<file path="src/rtl/pta_pkg.sv">
// Shared constants, command and status codes, and controller types for the page-table allocator.
package pta_pkg;

   // Default number of second-level tables and fixed number of entries per table.
   localparam int TABLE_COUNT_DEF   = 4;
   localparam int ENTRIES_PER_TABLE = 1024;

   // Command codes carried on req_tuser.
   localparam logic [3:0] CMD_MAP     = 4'd0;
   localparam logic [3:0] CMD_LOOKUP  = 4'd1;
   localparam logic [3:0] CMD_SETF    = 4'd2;
   localparam logic [3:0] CMD_GETD    = 4'd3;
   localparam logic [3:0] CMD_SETD    = 4'd4;
   localparam logic [3:0] CMD_PRESENT = 4'd5;
   localparam logic [3:0] CMD_ABSENT  = 4'd6;
   localparam logic [3:0] CMD_ALLOC   = 4'd7;
   localparam logic [3:0] CMD_COUNT   = 4'd8;

   // Status codes carried on rsp_tuser.
   localparam logic [1:0] STAT_OK    = 2'd0;
   localparam logic [1:0] STAT_OOM   = 2'd1;
   localparam logic [1:0] STAT_RANGE = 2'd2;

   localparam logic [11:0] RESET_PAGE_FLAGS = 12'h002;
   localparam logic [11:0] RESET_DIR_FLAGS  = 12'h003;
   localparam logic [12:0] COUNT_MAX        = 13'h1FFF;

   typedef enum logic [2:0] {
      ST_CLEAR,
      ST_IDLE,
      ST_READ,
      ST_EXEC,
      ST_RESP
   } pta_state_type;

   // Controller to datapath.
   typedef struct packed {
      logic clear_step;
      logic load;
      logic read;
      logic exec;
      logic emit;
   } pta_ctl_type;

   // Datapath to controller.
   typedef struct packed {
      logic clear_done;
      logic direct;
      logic last;
      logic out_free;
   } pta_sts_type;

endpackage

</file>
<file path="src/rtl/pta_controller.sv">
// Controller state machine of the page-table allocator.
module pta_controller
   import pta_pkg::*;
(
   input  logic        clock,
   input  logic        reset,
   input  logic        req_tvalid,
   output logic        req_tready,
   input  pta_sts_type sts,
   output pta_ctl_type ctl
);

   pta_state_type state_ff, state_in;

   always_ff @(posedge clock) begin
      if (reset) begin
         state_ff <= ST_CLEAR;
      end else begin
         state_ff <= state_in;
      end
   end

   always_comb begin
      state_in   = state_ff;
      ctl        = '0;
      req_tready = 1'b0;
      unique case (state_ff)
         ST_CLEAR: begin
            ctl.clear_step = 1'b1;
            if (sts.clear_done) state_in = ST_IDLE;
         end
         ST_IDLE: begin
            req_tready = 1'b1;
            if (req_tvalid) begin
               ctl.load = 1'b1;
               state_in = sts.direct ? ST_RESP : ST_READ;
            end
         end
         ST_READ: begin
            ctl.read = 1'b1;
            state_in = ST_EXEC;
         end
         ST_EXEC: begin
            ctl.exec = 1'b1;
            state_in = sts.last ? ST_RESP : ST_READ;
         end
         ST_RESP: begin
            if (sts.out_free) begin
               ctl.emit = 1'b1;
               state_in = ST_IDLE;
            end
         end
         default: state_in = ST_CLEAR;
      endcase
   end

endmodule

</file>
<file path="config.mk">
export PLATFORM = sky130hd
export DESIGN_NAME = pta_controller
export DESIGN_NICKNAME = d
export VERILOG_FILES = /design/src/rtl/pta_pkg.sv /design/src/rtl/pta_controller.sv
export SDC_FILE = /design/constraint.sdc
export NUM_CORES = 1
export LEC_CHECK = 0
export BUFFER_PORTS_ARGS = -buffer_cell sky130_fd_sc_hd__buf_4
export CAP_MARGIN = 20
export CORE_AREA = 2 2 39 41
export CTS_CLUSTER_SIZE = 25
export DETAILED_ROUTE_END_ITERATION = 8
export DIE_AREA = 0 0 41 43
export PLACE_DENSITY = 0.41
export SYNTH_ARGS = -nofsm -noshare
export SYNTH_HDL_FRONTEND = slang
export SYNTH_SLANG_ARGS = --single-unit
</file>
<file path="constraint.sdc">
create_clock -name clock -period 1.12 [get_ports clock]
set_input_delay 0.168 -clock clock [delete_from_list [all_inputs] [get_ports clock]]
set_output_delay 0.168 -clock clock [all_outputs]
set_load 0.005 [all_outputs]
</file>
# ---- Word-level counts from Yosys, hierarchy flattened
# Cells that the tools add are included.
dict set report word_totals {
  out_inout_bits 6
  elab_cells 24
  ff_bits 3
  input_bits 7
}
dict set report op_classes {
  muxes 14
  n_reduce_logical 2
  n_eq_ne 7
}
# cell count
set op_table {}
lappend op_table {{two-way mux 3 bit} 5}
lappend op_table {{one-hot mux 3 bit (5 select lines)} 1}
lappend op_table {{two-way mux 1 bit} 8}
lappend op_table {{equality test 3 x 2 -> 1 bit (second input constant)} 2}
lappend op_table {{inequality test 2 bit (second input constant)} 3}
lappend op_table {{equality test 3 x 1 -> 1 bit (second input constant)} 1}
lappend op_table {{equality test 3 bit (second input constant)} 1}
lappend op_table {{logical NOT 3 bit} 1}
lappend op_table {{AND reduction 3 bit} 1}

# ---- Logic depth before layout (Yosys ltp)
dict set report logic_depth {
  ltp_word 3
  depth_mapped 4
  ltp_nobuf 3
}

# ---- Worst setup path before layout
# OpenSTA, ideal clock, no wires.
dict set report synth_timing {
  kind {flip-flop to output port}
  start {register state_ff[0]}
  end {output port ctl[0] in the netlist's numbering}
  path_stages_with_launch 4
  required_time_ps 952
  path_buffers 1
  slack_ps 199
  t_arrival_ps 753
  path_cell_list {dfxtp_1 > buf_4 > nor2_1 > and3_1}
}
# item line
set synth_rtl {}
lappend synth_rtl {{from (decl)} pta_controller.sv:13} ;# pta_state_type state_ff, state_in;
lappend synth_rtl {{from (signal assigned)} pta_controller.sv:19} ;# state_ff <= state_in;
lappend synth_rtl {{to (decl)} pta_controller.sv:10} ;# output pta_ctl_type ctl

==> metrics.cfg <==
[status]
status=complete, but fails checks
violations=negative setup slack

[worst_setup_path]
critical-path-top-delay-family=flip-flops
crit_fanout=9
critPathArrivalTime_ns=1.02
cp.required_ns=0.95
startpoint=state_ff[2]
start_kind=flip-flop
path_cells=and4bb_2 -> buf_4
critPathKind=reg2out
crit_path_end_kind=primary output
max_stage_delay_ns=0.36
cp.buffers_inverters=1
slowest_stage=dfxtp_4
worstReg2RegStart=state_ff[1]
r2r_slack_ns=-0.03

[final_layout]
multi_input_area_um2=169
fill_cells=154
max_flop_register=state_ff
seq_area_um2=71.3
drive_gt1_frac=0.750
nets=56
syn2layout_area_growth_pct=92.6
final_cell_mix=buf_4 (19), a31oi_1 (3), clkbuf_4 (3), dfxtp_4 (3)
finish.utilization=0.329
top_regs=state_ff (3)
largest_register_ffs=3
final_common_cell=buf_4
antenna_cells=0

[grt]
grtUsageMet3=0.0366
grt-ovfl-total=0
antenna_found_initial=0
grt_pass1_vias=277
use_met2=0.134
busiest_layer=met2
grt_max_degree=10
grt_pass1_wl_um=1120
track_usage=0.0973
use_met1=0.112

[die]
fp.dieW_um=41
start_util=0.171
die_y_um=43
io_pins=13
dieArea_mm2=0.00176
core_area_mm2=0.00138
num_rows=14

[logic_synthesis]
yosysSeqAreaShare=0.254
syn_inst=26
synth.distinct_cells=19
synth_area_leaders=dfxtp_1 (25%), nor4b_4 (10%), buf_6 (9.5%)
ys_ff_latch=3
synth.avg_cell_area_um2=9.10
synth_nets=33
yosys_warnings=0
netlist_area_um2=236
yosysTopAreaCell=dfxtp_1
synth_top_area_share=0.254

[pwr]
leakagePower_uw=0.000211
vdd_drop_max_mv=0.329
power_uw=436
power_per_cell_area_mw_per_mm2=958

[clocking]
cts_sinks=3
root_buffer=clkbuf_4
worstSkewPairLatency_ns=0.23
clockBufferDepth=2
cts_buffers=3
ctsHoldBuffers=0
htreeDepth=1
path_clk_slew_ns=0.04
cts_tree=done

[drt]
drtPass1Iterations=2
drtIter0Drc=3
postRouteAntennaNets=0
wl_um=696
viasPerCell=4.25
drc=0
num_vias=272
wl_per_cell_um=10.9

[timing]
slew_violations=0
finalClockSkew_ns=0.00352
fmax_mhz=843
finalHoldViolations=0
max-slew-margin-rel=0.861
tightest_slew_ns=0.207
min_period_ns=1.19
min_period_over_period=1.06
setup_viol=5
fin_ws_ns=-0.0663
rsz0062_at_grt=yes

[placed_design]
port_buffers=12
gp_routability_congestion=0.701

[hold_path]
hold_path_class=in2reg
min-delay-start=reset

[flow_run]
maxCapViolations=0

power by group:
group | switching (µW) | internal, µW | total (µW)
Clock | 57.0 | 134 | 191
Combinational | 39.6 | 76.4 | 116
Sequential | 17.9 | 112 | 130
cells by family after synthesis:
kind of cell,Yosys count,share of synthesized area
compound gates,5,0.122
simple gates,14,0.481
flops,3,0.254
buf+inv,4,0.143
cell type report:
class | instances | share of cell area
multi-input cells | 19 | 0.371
repair buffers | 21 | 0.363
flip-flops and latches | 3 | 0.157
clock buffers | 4 | 0.0577
well taps | 16 | 0.0440
inverters | 1 | 0.00824
layer usage:
layer	vias to the layer above	wire (µm)
li1	140	-
met5	-	0
met2	6	374
met4	0	0
met1	126	288
met3	0	33
what timing repair did:
action                                  in CTS  in global routing
resized for setup                           12                  5
buffers inserted                             6                  1
endpoints found under the setup margin       7                  7
gates cloned                                 0                  0
pin swaps                                    2                  2
stage by stage:
stage	setup WS, ns	instance area, µm²	setup TNS (ns)	hold WS, ns	cells
detailed placement	-0.00738	332	-0.00738	0.351	53
global route	-0.101	455	-0.512	0.0988	64
CTS	-0.0690	432	-0.305	0.0953	63
floorplan	0.199	236	0	0.237	26
global placement	0.0278	332	0	0.351	53
finish	-0.0663	455	-0.253	0.100	64
worst paths after layout:
check	to	cells after the start
max	ctl[3]	2
min	state_ff[2]	2
max reg2reg	state_ff[1]	5
min reg2reg	state_ff[1]	1
Yosys cell counts:
cell type	n
nor4b_4	1
nor3b_1	2
and3_1	1
and3b_2	1
inv_1	1
buf_6	2
nand3b_1	1
nor2_1	2
dfxtp_1	3
and4bb_2	1
buf_4	1
o21ai_0	1
and3_2	1
nand2_1	1
nor3_1	1
a21oi_1	1
a31oi_1	3
nor4_1	1
nand4b_1	1
Power figures use the tool's default switching activity.
